**config.mk**
```make
export PLATFORM = sky130hd
export DESIGN_NAME = gesture_sensor_frame_parser
export DESIGN_NICKNAME = d
export VERILOG_FILES = /design/src/hw/rtl/gsfp_pkg.sv /design/src/hw/rtl/gesture_sensor_frame_parser.sv
export SDC_FILE = /design/constraint.sdc
export NUM_CORES = 1
export LEC_CHECK = 0
export BUFFER_PORTS_ARGS = -buffer_cell sky130_fd_sc_hd__buf_2
export CAP_MARGIN = 20
export CORE_MARGIN = 2
export CORE_UTILIZATION = 45
export DETAILED_ROUTE_END_ITERATION = 10
export GPL_TIMING_DRIVEN = 0
export HOLD_SLACK_MARGIN = 0.02
export SKIP_CTS_REPAIR_TIMING = 1
export SLEW_MARGIN = 25
export SYNTH_ARGS = -nofsm -noshare
export SYNTH_HDL_FRONTEND = slang
export SYNTH_SLANG_ARGS = --single-unit
```
**constraint.sdc**
```tcl
create_clock -name clock -period 8.7 [get_ports clock]
set_input_delay 0.435 -clock clock [delete_from_list [all_inputs] [get_ports clock]]
set_output_delay 0.435 -clock clock [all_outputs]
set_load 0.02 [all_outputs]
```
**src/hw/rtl/gsfp_pkg.sv**
```systemverilog
package gsfp_pkg;

   // Byte offsets inside a sensor data frame.
   localparam logic [4:0] POS_SEQUENCE     = 5'd2;
   localparam logic [4:0] POS_SYSTEM_INFO  = 5'd7;
   localparam logic [4:0] POS_GESTURE_LO   = 5'd10;
   localparam logic [4:0] POS_GESTURE_MID  = 5'd11;
   localparam logic [4:0] POS_GESTURE_HI   = 5'd13;
   localparam logic [4:0] POS_TOUCH_LO     = 5'd14;
   localparam logic [4:0] POS_TOUCH_HI     = 5'd15;
   localparam logic [4:0] POS_TOUCH_COUNT  = 5'd16;
   localparam logic [4:0] POS_WHEEL        = 5'd18;
   localparam logic [4:0] POS_X_LO         = 5'd20;
   localparam logic [4:0] POS_X_HI         = 5'd21;
   localparam logic [4:0] POS_Y_LO         = 5'd22;
   localparam logic [4:0] POS_Y_HI         = 5'd23;
   localparam logic [4:0] POS_Z_LO         = 5'd24;
   localparam logic [4:0] POS_Z_HI         = 5'd25;
   localparam logic [4:0] POS_LAST         = 5'd31;
   localparam logic [4:0] POS_FIRST_DATA   = 5'd1;

   localparam logic [7:0]  SHORT_FRAME_MAX = 8'd1;
   localparam logic [15:0] POSITION_RESET  = 16'hFFFF;
   localparam logic [2:0]  GESTURE_MAX     = 3'd5;

   // One report, as it leaves the block.
   typedef struct packed {
      logic [7:0]  swipe_code;
      logic [5:0]  touch_code;
      logic [6:0]  tap_code;
      logic [7:0]  double_tap_code;
      logic [7:0]  touch_count;
      logic [5:0]  wheel_slot;
      logic        position_valid;
      logic [15:0] pos_x;
      logic [15:0] pos_y;
      logic [15:0] pos_z;
      logic [2:0]  gesture_count;
   } report_type;

endpackage

```
**src/hw/rtl/gesture_sensor_frame_parser.sv**
```systemverilog
// Gesture sensor frame parser. Feed the bytes of a sensor data frame in order, one item per
// byte, with frame_start high on the length byte that opens each frame; a start always
// abandons any frame in progress, and bytes that arrive with no frame open are taken and
// ignored. One report leaves on the rsp_ channel for each frame that reaches its last byte
// (length byte minus one data bytes, or the length byte itself when it is 0 or 1). A frame
// whose sequence byte repeats the last accepted sequence number is dropped and gives no
// report. Touch, touch count and the X/Y/Z positions are held from frame to frame (positions
// read 0xFFFF until first written); swipe, tap, double tap, wheel and the gesture count
// start from zero in every frame. The block takes one byte per clock cycle when not stalled:
// each byte is decoded by a single stage of logic into the frame state registers, and the
// report is loaded into an output register in the same cycle as the last byte, so it is
// offered in the cycle after that byte is accepted. The input stalls only while a report sits
// in the output register and the consumer is not taking it.
module gesture_sensor_frame_parser (
   input  logic        clock,
   input  logic        reset,
   input  logic        req_valid,
   output logic        req_ready,
   input  logic [7:0]  req_rx_byte,
   input  logic        req_frame_start,
   output logic        rsp_valid,
   input  logic        rsp_ready,
   output logic [7:0]  rsp_swipe_code,
   output logic [5:0]  rsp_touch_code,
   output logic [6:0]  rsp_tap_code,
   output logic [7:0]  rsp_double_tap_code,
   output logic [7:0]  rsp_touch_count,
   output logic [5:0]  rsp_wheel_slot,
   output logic        rsp_position_valid,
   output logic [15:0] rsp_pos_x,
   output logic [15:0] rsp_pos_y,
   output logic [15:0] rsp_pos_z,
   output logic [2:0]  rsp_gesture_count
);
   import gsfp_pkg::*;

   // Frame tracking state.
   logic [4:0]  byte_pos_ff, byte_pos_in;
   logic [7:0]  bytes_left_ff, bytes_left_in;
   logic        frame_active_ff, frame_active_in;
   logic [7:0]  prev_seq_ff, prev_seq_in;
   logic        pos_flag_ff, pos_flag_in;
   logic        wheel_flag_ff, wheel_flag_in;

   // Only the low 16 bits of the gesture accumulator ever matter: byte 12 is skipped, so
   // bits 16 to 23 stay clear (the edge-swipe bit never sets), and bit 31 is tested
   // straight from the byte that would supply it.
   logic [15:0] field_acc_ff, field_acc_in;

   // Decoded values carried into the report.
   logic [7:0]  swipe_ff, swipe_in;
   logic [5:0]  touch_ff, touch_in;
   logic [6:0]  tap_ff, tap_in;
   logic [7:0]  dtap_ff, dtap_in;
   logic [7:0]  touch_count_ff, touch_count_in;
   logic [5:0]  wheel_ff, wheel_in;
   logic [15:0] pos_x_ff, pos_x_in;
   logic [15:0] pos_y_ff, pos_y_in;
   logic [15:0] pos_z_ff, pos_z_in;
   logic [2:0]  tally_ff, tally_in;

   // Output register.
   logic        rsp_valid_ff, rsp_valid_in;
   report_type  rsp_ff, rsp_in;

   logic        accept;
   logic        emit;
   logic [15:0] acc_upper;
   logic        touch_hit, tap_hit, dtap_hit;

   assign req_ready = !rsp_valid_ff || rsp_ready;
   assign accept    = req_valid && req_ready;

   // The middle gesture byte and the high touch byte add into bits 15:8 of what the low byte left there.
   assign acc_upper = {field_acc_ff[15:8] + req_rx_byte, field_acc_ff[7:0]};
   assign touch_hit = (acc_upper[4:0] != '0);
   assign tap_hit   = (acc_upper[9:5] != '0);
   assign dtap_hit  = (acc_upper[14:10] != '0);

   always_comb begin
      byte_pos_in     = byte_pos_ff;
      bytes_left_in   = bytes_left_ff;
      frame_active_in = frame_active_ff;
      prev_seq_in     = prev_seq_ff;
      pos_flag_in     = pos_flag_ff;
      wheel_flag_in   = wheel_flag_ff;
      field_acc_in    = field_acc_ff;
      swipe_in        = swipe_ff;
      touch_in        = touch_ff;
      tap_in          = tap_ff;
      dtap_in         = dtap_ff;
      touch_count_in  = touch_count_ff;
      wheel_in        = wheel_ff;
      pos_x_in        = pos_x_ff;
      pos_y_in        = pos_y_ff;
      pos_z_in        = pos_z_ff;
      tally_in        = tally_ff;
      emit            = 1'b0;

      if (accept) begin
         if (req_frame_start) begin
            // A new frame clears the per-frame fields and keeps the held ones.
            byte_pos_in   = POS_FIRST_DATA;
            swipe_in      = '0;
            tap_in        = '0;
            dtap_in       = '0;
            wheel_in      = '0;
            tally_in      = '0;
            pos_flag_in   = 1'b0;
            wheel_flag_in = 1'b0;
            field_acc_in  = '0;
            if (req_rx_byte <= SHORT_FRAME_MAX) begin
               frame_active_in = 1'b0;
               emit            = 1'b1;
            end else begin
               frame_active_in = 1'b1;
               bytes_left_in   = req_rx_byte - 8'd1;
            end
         end else if (frame_active_ff) begin
            if (byte_pos_ff != POS_LAST) begin
               byte_pos_in = byte_pos_ff + 5'd1;
            end
            bytes_left_in = bytes_left_ff - 8'd1;
            if (byte_pos_ff == POS_SEQUENCE && req_rx_byte == prev_seq_ff) begin
               // Repeated sequence number: drop the rest of the frame quietly.
               frame_active_in = 1'b0;
            end else begin
               unique case (byte_pos_ff)
                  POS_SEQUENCE: begin
                     prev_seq_in = req_rx_byte;
                  end
                  POS_SYSTEM_INFO: begin
                     pos_flag_in   = req_rx_byte[0];
                     wheel_flag_in = req_rx_byte[1];
                  end
                  POS_GESTURE_LO: begin
                     field_acc_in = {8'd0, req_rx_byte};
                  end
                  POS_GESTURE_MID: begin
                     field_acc_in = acc_upper;
                  end
                  POS_GESTURE_HI: begin
                     // A set top bit marks the gesture word as not to be used.
                     if (!req_rx_byte[7] &&
                         (field_acc_ff[7:2] != '0 || field_acc_ff[14:13] != '0)) begin
                        swipe_in = {1'b1, field_acc_ff[8], field_acc_ff[7:2]};
                        tally_in = tally_ff + 3'd1;
                     end
                     field_acc_in = '0;
                  end
                  POS_TOUCH_LO: begin
                     field_acc_in = {8'd0, req_rx_byte};
                  end
                  POS_TOUCH_HI: begin
                     field_acc_in = acc_upper;
                     touch_in = touch_hit ? {1'b1, acc_upper[4:0]} : 6'd0;
                     if (tap_hit) begin
                        tap_in = {2'b10, acc_upper[9:5]};
                     end
                     if (dtap_hit) begin
                        dtap_in = {3'b100, acc_upper[14:10]};
                     end
                     tally_in = tally_ff + {2'd0, touch_hit} + {2'd0, tap_hit}
                                + {2'd0, dtap_hit};
                  end
                  POS_TOUCH_COUNT: begin
                     touch_count_in = req_rx_byte;
                     field_acc_in   = '0;
                  end
                  POS_WHEEL: begin
                     if (wheel_flag_ff) begin
                        wheel_in = {1'b0, req_rx_byte[4:0]} + 6'd1;
                        tally_in = tally_ff + 3'd1;
                     end
                  end
                  POS_X_LO: begin
                     if (pos_flag_ff) pos_x_in = {8'd0, req_rx_byte};
                  end
                  POS_X_HI: begin
                     if (pos_flag_ff) pos_x_in = {pos_x_ff[15:8] + req_rx_byte, pos_x_ff[7:0]};
                  end
                  POS_Y_LO: begin
                     if (pos_flag_ff) pos_y_in = {8'd0, req_rx_byte};
                  end
                  POS_Y_HI: begin
                     if (pos_flag_ff) pos_y_in = {pos_y_ff[15:8] + req_rx_byte, pos_y_ff[7:0]};
                  end
                  POS_Z_LO: begin
                     if (pos_flag_ff) pos_z_in = {8'd0, req_rx_byte};
                  end
                  POS_Z_HI: begin
                     if (pos_flag_ff) pos_z_in = {pos_z_ff[15:8] + req_rx_byte, pos_z_ff[7:0]};
                  end
                  default: begin
                  end
               endcase
               if (bytes_left_in == '0) begin
                  frame_active_in = 1'b0;
                  emit            = 1'b1;
               end
            end
         end
      end
   end

   // The report carries the state as it stands after the frame's last byte.
   always_comb begin
      rsp_in                 = rsp_ff;
      rsp_valid_in           = rsp_valid_ff;
      if (emit) begin
         rsp_valid_in           = 1'b1;
         rsp_in.swipe_code      = swipe_in;
         rsp_in.touch_code      = touch_in;
         rsp_in.tap_code        = tap_in;
         rsp_in.double_tap_code = dtap_in;
         rsp_in.touch_count     = touch_count_in;
         rsp_in.wheel_slot      = wheel_in;
         rsp_in.position_valid  = pos_flag_in;
         rsp_in.pos_x           = pos_x_in;
         rsp_in.pos_y           = pos_y_in;
         rsp_in.pos_z           = pos_z_in;
         rsp_in.gesture_count   = tally_in;
      end else if (rsp_ready) begin
         rsp_valid_in = 1'b0;
      end
   end

   always_ff @(posedge clock) begin
      if (reset) begin
         byte_pos_ff     <= '0;
         bytes_left_ff   <= '0;
         frame_active_ff <= 1'b0;
         prev_seq_ff     <= '0;
         pos_flag_ff     <= 1'b0;
         wheel_flag_ff   <= 1'b0;
         field_acc_ff    <= '0;
         swipe_ff        <= '0;
         touch_ff        <= '0;
         tap_ff          <= '0;
         dtap_ff         <= '0;
         touch_count_ff  <= '0;
         wheel_ff        <= '0;
         pos_x_ff        <= POSITION_RESET;
         pos_y_ff        <= POSITION_RESET;
         pos_z_ff        <= POSITION_RESET;
         tally_ff        <= '0;
         rsp_valid_ff    <= 1'b0;
      end else begin
         byte_pos_ff     <= byte_pos_in;
         bytes_left_ff   <= bytes_left_in;
         frame_active_ff <= frame_active_in;
         prev_seq_ff     <= prev_seq_in;
         pos_flag_ff     <= pos_flag_in;
         wheel_flag_ff   <= wheel_flag_in;
         field_acc_ff    <= field_acc_in;
         swipe_ff        <= swipe_in;
         touch_ff        <= touch_in;
         tap_ff          <= tap_in;
         dtap_ff         <= dtap_in;
         touch_count_ff  <= touch_count_in;
         wheel_ff        <= wheel_in;
         pos_x_ff        <= pos_x_in;
         pos_y_ff        <= pos_y_in;
         pos_z_ff        <= pos_z_in;
         tally_ff        <= tally_in;
         rsp_valid_ff    <= rsp_valid_in;
      end
   end

   always_ff @(posedge clock) begin
      rsp_ff <= rsp_in;
   end

   assign rsp_valid           = rsp_valid_ff;
   assign rsp_swipe_code      = rsp_ff.swipe_code;
   assign rsp_touch_code      = rsp_ff.touch_code;
   assign rsp_tap_code        = rsp_ff.tap_code;
   assign rsp_double_tap_code = rsp_ff.double_tap_code;
   assign rsp_touch_count     = rsp_ff.touch_count;
   assign rsp_wheel_slot      = rsp_ff.wheel_slot;
   assign rsp_position_valid  = rsp_ff.position_valid;
   assign rsp_pos_x           = rsp_ff.pos_x;
   assign rsp_pos_y           = rsp_ff.pos_y;
   assign rsp_pos_z           = rsp_ff.pos_z;
   assign rsp_gesture_count   = rsp_ff.gesture_count;

   // An open frame always has bytes still to come.
   a_active_has_bytes: assert property (@(posedge clock) disable iff (reset)
      frame_active_ff |-> (bytes_left_ff != '0))
      else $error("open frame with no bytes left");

   // An open frame has moved past its length byte.
   a_active_position: assert property (@(posedge clock) disable iff (reset)
      frame_active_ff |-> (byte_pos_ff != '0))
      else $error("open frame at byte position zero");

   // A length byte of 0 or 1 closes the frame and reports at once.
   a_short_frame: assert property (@(posedge clock) disable iff (reset)
      (accept && req_frame_start && req_rx_byte <= SHORT_FRAME_MAX)
      |=> (rsp_valid_ff && !frame_active_ff))
      else $error("short frame did not report");

   // No frame decodes more than five gesture fields.
   a_tally_bound: assert property (@(posedge clock) disable iff (reset)
      rsp_valid_ff |-> (rsp_ff.gesture_count <= GESTURE_MAX))
      else $error("gesture count out of range");

endmodule

```
==> run_summary.xml, run 1 <==
<?xml version="1.0" encoding="UTF-8"?>
<metrics>
  <group name="detailed_routing">
    <metric name="viasPerCell" unit="">5.54</metric>
    <metric name="drt.antenna.violating_nets" unit="">0</metric>
    <metric name="wl" unit="mm">26.6</metric>
    <metric name="drc" unit="">0</metric>
    <metric name="detail_route.first_pass.iterations" unit="">5</metric>
    <metric name="dr.first_iter.drc_count" unit="">533</metric>
    <metric name="dr_total_vias" unit="">7916</metric>
    <metric name="dr_wl_cell" unit="um">18.6</metric>
  </group>
  <group name="die">
    <metric name="fp.dieW" unit="um">156</metric>
    <metric name="die_area" unit="um^2">24500</metric>
    <metric name="fp-row-count" unit="">55</metric>
    <metric name="ios" unit="">110</metric>
    <metric name="core-area" unit="um^2">22700</metric>
    <metric name="floorplan.die.height" unit="um">156</metric>
    <metric name="initial_util" unit="">0.461</metric>
  </group>
  <group name="setup_path">
    <metric name="worst_ep_arrival_time" unit="ps">4520</metric>
    <metric name="worstPathMaxFanout" unit="">4</metric>
    <metric name="critical_path.slowest_cell" unit="">sky130_fd_sc_hd__nor4_1</metric>
    <metric name="critical_path.endpoint_type" unit="">flip-flop</metric>
    <metric name="cell_chain_of_the_critical_path" unit="">ha_1, a21o_1, a21oi_1, mux2i_1, nor4_1, and2_1, fa_1, inv_1, ha_1, fa_1, a22o_1, a32o_1, and2_1</metric>
    <metric name="critical_path_required" unit="ps">9110</metric>
    <metric name="start_kind" unit="">flip-flop</metric>
    <metric name="critical_path_class" unit="">reg2reg</metric>
    <metric name="worst_path_largest_cell_delay" unit="ps">780</metric>
    <metric name="cpLargestDelayFamily" unit="">adder cells</metric>
    <metric name="worstPathBufferInverterCount" unit="">1</metric>
  </group>
  <group name="synth">
    <metric name="synth.yosys.seq_area_share" unit="">0.529</metric>
    <metric name="synth_top_area_share" unit="">0.273</metric>
    <metric name="postSynthCellCount" unit="">987</metric>
    <metric name="number_of_enable_type_register_cells_in_the_synthesized_netlist" unit="">95</metric>
    <metric name="syn_nets" unit="">1046</metric>
    <metric name="yosys-top-cells-area" unit="">sky130_fd_sc_hd__edfxtp_1 27%, sky130_fd_sc_hd__dfxtp_1 26%, sky130_fd_sc_hd__ha_1 4.8%, sky130_fd_sc_hd__a22o_1 3.9%, sky130_fd_sc_hd__nand2_1 3.0%</metric>
    <metric name="area_of_the_mapped_netlist" unit="um^2">10500</metric>
    <metric name="synth_async_reset_ratio" unit="">0</metric>
    <metric name="synth_cell_type_count" unit="">66</metric>
    <metric name="yosys_warnings" unit="">0</metric>
    <metric name="dominantRegCellSynth" unit="">sky130_fd_sc_hd__dfxtp_1</metric>
    <metric name="postSynthAreaPerCell" unit="um^2">10.6</metric>
    <metric name="synth.ff_latch_count" unit="">229</metric>
    <metric name="netlist.top_cell.by_area" unit="">sky130_fd_sc_hd__edfxtp_1</metric>
  </group>
  <group name="power_and_ir_drop">
    <metric name="power_density" unit="nW/um^2">190</metric>
    <metric name="worst_ir_drop_vdd" unit="V">0.000115</metric>
    <metric name="total_leakage_power" unit="nW">4.66</metric>
  </group>
  <group name="global_routing">
    <metric name="grt_max_degree" unit="">28</metric>
    <metric name="grt_pass1_vias" unit="">7385</metric>
    <metric name="grtUsageTotal" unit="">0.215</metric>
    <metric name="antenna_found_initial" unit="">0</metric>
    <metric name="grt_overflow" unit="">0</metric>
    <metric name="first_pass_grt_wire_length" unit="mm">41.0</metric>
  </group>
  <group name="timing">
    <metric name="setup_violations" unit="">0</metric>
    <metric name="final_min_period_over_clock_period" unit="">0.472</metric>
    <metric name="finalClockSkew" unit="ps">10.9</metric>
    <metric name="worst_pin_slew" unit="ps">879</metric>
    <metric name="hold_viol" unit="">0</metric>
    <metric name="relSlewSlack" unit="">0.409</metric>
    <metric name="maximum_clock_frequency" unit="MHz">244</metric>
    <metric name="slew_violations" unit="">0</metric>
    <metric name="grt_setup_unrepaired" unit="">false</metric>
    <metric name="fin_crit" unit="ps">4110</metric>
  </group>
  <group name="final_layout">
    <metric name="layout_commonest_cell" unit="">sky130_fd_sc_hd__dfxtp_1</metric>
    <metric name="multi_input_area" unit="um^2">4540</metric>
    <metric name="mostFrequentLayoutCells" unit="">134 x sky130_fd_sc_hd__dfxtp_1, 110 x sky130_fd_sc_hd__buf_2, 95 x sky130_fd_sc_hd__edfxtp_1, 84 x sky130_fd_sc_hd__nand2_1, 64 x sky130_fd_sc_hd__nor2_1</metric>
    <metric name="finish.instance_area" unit="um^2">12200</metric>
    <metric name="fill_cells" unit="">2058</metric>
    <metric name="areaGrowthSynthToFinish" unit="%">16.8</metric>
    <metric name="fin_nets" unit="">1184</metric>
    <metric name="drive_above_1_share" unit="">0.165</metric>
    <metric name="utilization" unit="">0.538</metric>
    <metric name="register_area" unit="um^2">5540</metric>
    <metric name="number_of_diodes_added_for_antenna_fixing" unit="">0</metric>
  </group>
  <group name="clocking">
    <metric name="clock_insertion_delay_worst_skew" unit="ps">520</metric>
    <metric name="cts_htree_levels" unit="">1</metric>
    <metric name="clkSinkCount" unit="">229</metric>
    <metric name="cts.reportedPaths.clkPinSlew" unit="ps">60</metric>
    <metric name="tritoncts_buffer_count" unit="">25</metric>
    <metric name="clock_path_buffers" unit="">3</metric>
    <metric name="cts_root_buf" unit="">sky130_fd_sc_hd__clkbuf_16</metric>
    <metric name="clock_tree_from_tritoncts" unit="">done</metric>
  </group>
  <group name="place">
    <metric name="dp_hpwl" unit="mm">18.4</metric>
    <metric name="gp_congestion" unit="">0.886</metric>
    <metric name="port-buffer-count" unit="">108</metric>
    <metric name="detailed_place.area" unit="um^2">11400</metric>
  </group>
  <group name="hold_path">
    <metric name="hold_path.class" unit="">in2reg</metric>
  </group>
  <group name="run_status">
    <metric name="result_of_the_run" unit="">complete, no violations</metric>
  </group>
  <group name="flow_run">
    <metric name="cap_violations" unit="">0</metric>
  </group>
</metrics>
[registers in the layout, summed over array words and instances, names as in the netlist, 5 cells and up]
register,count
prev_seq_ff,8
byte_pos_ff,5
pos_x_ff,16
bytes_left_ff,8
rsp_pos_x,16
tap_ff,7
pos_z_ff,16
touch_count_ff,8
dtap_ff,8
rsp_wheel_slot,6
rsp_touch_count,8
rsp_double_tap_code,8
rsp_touch_code,6
wheel_ff,6
rsp_swipe_code,8
pos_y_ff,16
swipe_ff,8
rsp_pos_y,16
field_acc_ff,15
rsp_tap_code,7
touch_ff,6
rsp_pos_z,16
[Yosys cell counts, drive strengths merged (26+ instances only)]
cell type / n
a22o: 46
a21oi: 44
nand2: 84
ha: 40
nand3: 41
nand2b: 34
inv: 27
nor2: 65
clkbuf: 45
and2: 39
o21ai: 55
dfxtp: 134
edfxtp: 95
xor2: 26
[layer usage]
layer / part of all wire / wire [um] / GRT usage / vias to the layer above
met2: 0.45 / 12000 / 0.339 / 223
met5: 0 / 0 / 0 / -
met4: 0.021 / 552 / 0.0577 / 0
met1: 0.48 / 12700 / 0.306 / 3798
met3: 0.052 / 1390 / 0.0379 / 39
li1: - / - / - / 3856
[where the power goes]
| group | switching [mW] | internal, mW |
|---|---|---|
| sequential | 0.00679 | 1.12 |
| clock | 0.432 | 0.587 |
| combinational | 0.117 | 0.0532 |
[area by class of cell]
type | instances | area share
clock inverters | 18 | 0.0123
plain buffers | 59 | 0.0243
well taps | 285 | 0.0292
flip-flops and latches | 229 | 0.453
inverters | 27 | 0.00829
clock buffers | 27 | 0.0518
repair buffers | 111 | 0.0492
multi-input cells | 672 | 0.372
[worst min-delay path, stage by stage]
cell and delay [ps]:
sky130_fd_sc_hd__buf_2 160, sky130_fd_sc_hd__nor3_2 140, sky130_fd_sc_hd__nand2_1 100, sky130_fd_sc_hd__a21oi_1 50
[final timing paths]
kind                                      start  cells past startpoint                to  slack (ps)
worst max-delay path            field_acc_ff[9]                     13       tally_ff[1]        4590
worst min register to register        tap_ff[5]                      2         tap_ff[5]         430
worst min-delay path            req_frame_start                      4  bytes_left_ff[0]         410
worst max register to register  field_acc_ff[9]                     13       tally_ff[1]        4590
[stage by stage]
step	hold slack (ps)	setup slack (ps)	instances	total power, mW	setup TNS (ps)
global route	442	4350	1428	2.40	0
CTS	387	4580	1428	2.34	0
detailed placement	418	4080	1383	1.32	0
floorplan	405	2550	987	1.26	0
global placement	412	-40.1	1380	1.32	-3090
finish	413	4590	1428	2.32	0
[kinds of logic after synthesis]
group,Yosys count,share of synthesized area
muxes,20,0.0203
adders and majority gates,46,0.0593
DFF,229,0.529
and+or+nand+nor,336,0.165
AOI/OAI and AO/OA,225,0.150
xor gates and xnor gates,45,0.0377
buffers and inverters,86,0.0380
Power figures use the tool's default switching activity.
==> inputs of run 2 (changes only) <==
- PLACE_DENSITY: unset -> 0.66
- clock period: 8.7 -> 3.56 ns (I/O delays scaled with it)
==> run 2 against run 1 <==
Against the previous run: the flow now finishes with violations (negative setup slack); wire length grew 0.15%; worst setup slack got worse by 4800 ps; non-clock buffer count rose by 8; register-to-register slack worse by 4800 ps; die area stayed put; via count is 2.2% higher; flip-flop and latch count stayed put; critical path depth increased by 1; hold slack worse by 240 ps; sequential share of layout area shrank 0.43 points; first-iteration DRC count rose by 16%; sequential power grew 140%; largest cell class unchanged; largest power group unchanged.
==> run_summary.xml, run 2 (synthesis results as in run 1) <==
<?xml version="1.0" encoding="UTF-8"?>
<metrics>
  <group name="run_status">
    <metric name="result_of_the_run" unit="">finished with violations</metric>
    <metric name="failing_checks" unit="">negative setup slack</metric>
  </group>
  <group name="die">
    <metric name="ios" unit="">110</metric>
    <metric name="fp-row-count" unit="">55</metric>
    <metric name="fp.dieW" unit="um">156</metric>
    <metric name="initial_util" unit="">0.461</metric>
    <metric name="core-area" unit="um^2">22700</metric>
    <metric name="die_area" unit="um^2">24500</metric>
    <metric name="floorplan.die.height" unit="um">156</metric>
  </group>
  <group name="hold_path">
    <metric name="hold_path_depth" unit="">4</metric>
    <metric name="hold_path.class" unit="">in2reg</metric>
  </group>
  <group name="global_routing">
    <metric name="grt_pass1_vias" unit="">7473</metric>
    <metric name="grt_max_degree" unit="">27</metric>
    <metric name="first_pass_grt_wire_length" unit="mm">40.6</metric>
    <metric name="antenna_found_initial" unit="">0</metric>
    <metric name="grt_overflow" unit="">0</metric>
    <metric name="grtUsageTotal" unit="">0.211</metric>
  </group>
  <group name="place">
    <metric name="dp_hpwl" unit="mm">18.2</metric>
    <metric name="dp_cell_count" unit="">1383</metric>
    <metric name="gp_congestion" unit="">0.932</metric>
    <metric name="detailed_place.area" unit="um^2">11400</metric>
    <metric name="pre_cts_slack" unit="ps">-706</metric>
    <metric name="port-buffer-count" unit="">108</metric>
  </group>
  <group name="clocking">
    <metric name="cts_root_buf" unit="">sky130_fd_sc_hd__clkbuf_16</metric>
    <metric name="tritoncts_buffer_count" unit="">24</metric>
    <metric name="clock_tree_from_tritoncts" unit="">done</metric>
    <metric name="clock_insertion_delay_worst_skew" unit="ps">530</metric>
    <metric name="cts.reportedPaths.clkPinSlew" unit="ps">60</metric>
    <metric name="clkSinkCount" unit="">229</metric>
    <metric name="clock_path_buffers" unit="">3</metric>
    <metric name="cts_htree_levels" unit="">1</metric>
  </group>
  <group name="final_layout">
    <metric name="register_area" unit="um^2">5540</metric>
    <metric name="fin_cells" unit="">1436</metric>
    <metric name="drive_above_1_share" unit="">0.185</metric>
    <metric name="multi_input_area" unit="um^2">4630</metric>
    <metric name="fin_nets" unit="">1192</metric>
    <metric name="mostFrequentLayoutCells" unit="">133 x sky130_fd_sc_hd__dfxtp_1, 110 x sky130_fd_sc_hd__buf_2, 95 x sky130_fd_sc_hd__edfxtp_1, 84 x sky130_fd_sc_hd__nand2_1, 64 x sky130_fd_sc_hd__nor2_1</metric>
    <metric name="fill_cells" unit="">2022</metric>
    <metric name="number_of_diodes_added_for_antenna_fixing" unit="">0</metric>
    <metric name="areaGrowthSynthToFinish" unit="%">18.0</metric>
    <metric name="finish.instance_area" unit="um^2">12300</metric>
    <metric name="utilization" unit="">0.543</metric>
    <metric name="layout_commonest_cell" unit="">sky130_fd_sc_hd__dfxtp_1</metric>
  </group>
  <group name="detailed_routing">
    <metric name="dr_wl_cell" unit="um">18.6</metric>
    <metric name="detail_route.first_pass.iterations" unit="">5</metric>
    <metric name="drt.antenna.violating_nets" unit="">0</metric>
    <metric name="dr.first_iter.drc_count" unit="">619</metric>
    <metric name="drc" unit="">0</metric>
    <metric name="viasPerCell" unit="">5.63</metric>
    <metric name="dr_total_vias" unit="">8091</metric>
    <metric name="wl" unit="mm">26.7</metric>
  </group>
  <group name="timing">
    <metric name="hold_viol" unit="">0</metric>
    <metric name="worst_pin_slew" unit="ps">1180</metric>
    <metric name="setup_violations" unit="">3</metric>
    <metric name="setup_total_negative_slack" unit="ps">-439</metric>
    <metric name="final_min_period_over_clock_period" unit="">1.04</metric>
    <metric name="relSlewSlack" unit="">0.206</metric>
    <metric name="whs" unit="ps">175</metric>
    <metric name="finalClockSkew" unit="ps">11.1</metric>
    <metric name="grt_setup_unrepaired" unit="">true</metric>
    <metric name="final_critical_path_setup_slack" unit="ps">-157</metric>
    <metric name="slew_violations" unit="">0</metric>
    <metric name="fin_crit" unit="ps">3720</metric>
    <metric name="maximum_clock_frequency" unit="MHz">269</metric>
  </group>
  <group name="flow_run">
    <metric name="cap_violations" unit="">0</metric>
  </group>
  <group name="setup_path">
    <metric name="critical_path.slowest_cell" unit="">sky130_fd_sc_hd__fa_1</metric>
    <metric name="critical_path.endpoint_type" unit="">flip-flop</metric>
    <metric name="worst_path_largest_cell_delay" unit="ps">500</metric>
    <metric name="critical_path_class" unit="">reg2reg</metric>
    <metric name="critical_path_required" unit="ps">3980</metric>
    <metric name="worstPathMaxFanout" unit="">4</metric>
    <metric name="start_kind" unit="">flip-flop</metric>
    <metric name="worst_ep_arrival_time" unit="ps">4140</metric>
    <metric name="cell_chain_of_the_critical_path" unit="">ha_4, fa_2, a21oi_2, o211ai_1, a21oi_2, xnor2_2, and2_4, fa_1, inv_1, ha_2, fa_2, a22o_1, a32o_1, and2_1</metric>
    <metric name="worst_r2r_path_depth" unit="">14</metric>
  </group>
  <group name="power_and_ir_drop">
    <metric name="report.power.total" unit="mW">5.55</metric>
    <metric name="power_density" unit="nW/um^2">450</metric>
    <metric name="total_leakage_power" unit="nW">4.70</metric>
    <metric name="worst_ir_drop_vdd" unit="V">0.000316</metric>
  </group>
</metrics>
## run 2: path summary, 6_finish.rpt
kind / slack (ps) / endpoint / start
hold reg to reg: 430 / tap_ff[5] / tap_ff[5]
hold / removal: 170 / bytes_left_ff[0] / req_frame_start
setup / recovery: -160 / tally_ff[1] / field_acc_ff[8]
setup reg to reg: -160 / tally_ff[1] / field_acc_ff[8]
## run 2: layer usage
metal | track usage | share of wire
met5 | 0 | 0
met4 | 0.0642 | 0.027
met3 | 0.0390 | 0.065
met2 | 0.331 | 0.44
met1 | 0.298 | 0.46
## run 2: layout make-up
cell class                 instances  area share
timing repair buffer             121      0.0554
tap                              285      0.0289
buffer                            57      0.0235
clock inverter                    14     0.00842
multi-input combinational        673       0.376
sequential                       229       0.449
clock buffer                      30      0.0513
inverter                          27     0.00821
## run 2: critical path, delay by kind of cell (launching register included)
family	cells	cell delay (ps)
buffers and inverters	1	40
AOI/OAI and AO/OA	5	1070
adders and majority gates	5	1690
and+or+nand+nor	2	330
DFF	1	350
xor gates and xnor gates	1	120
## run 2: power by group
group	leakage [nW]	switching, mW	total, mW	internal [mW]
clock	0.372	1.02	2.36	1.34
sequential	1.82	0.0163	2.76	2.75
combinational	2.51	0.293	0.432	0.138
total	4.70	1.33	5.55	4.22
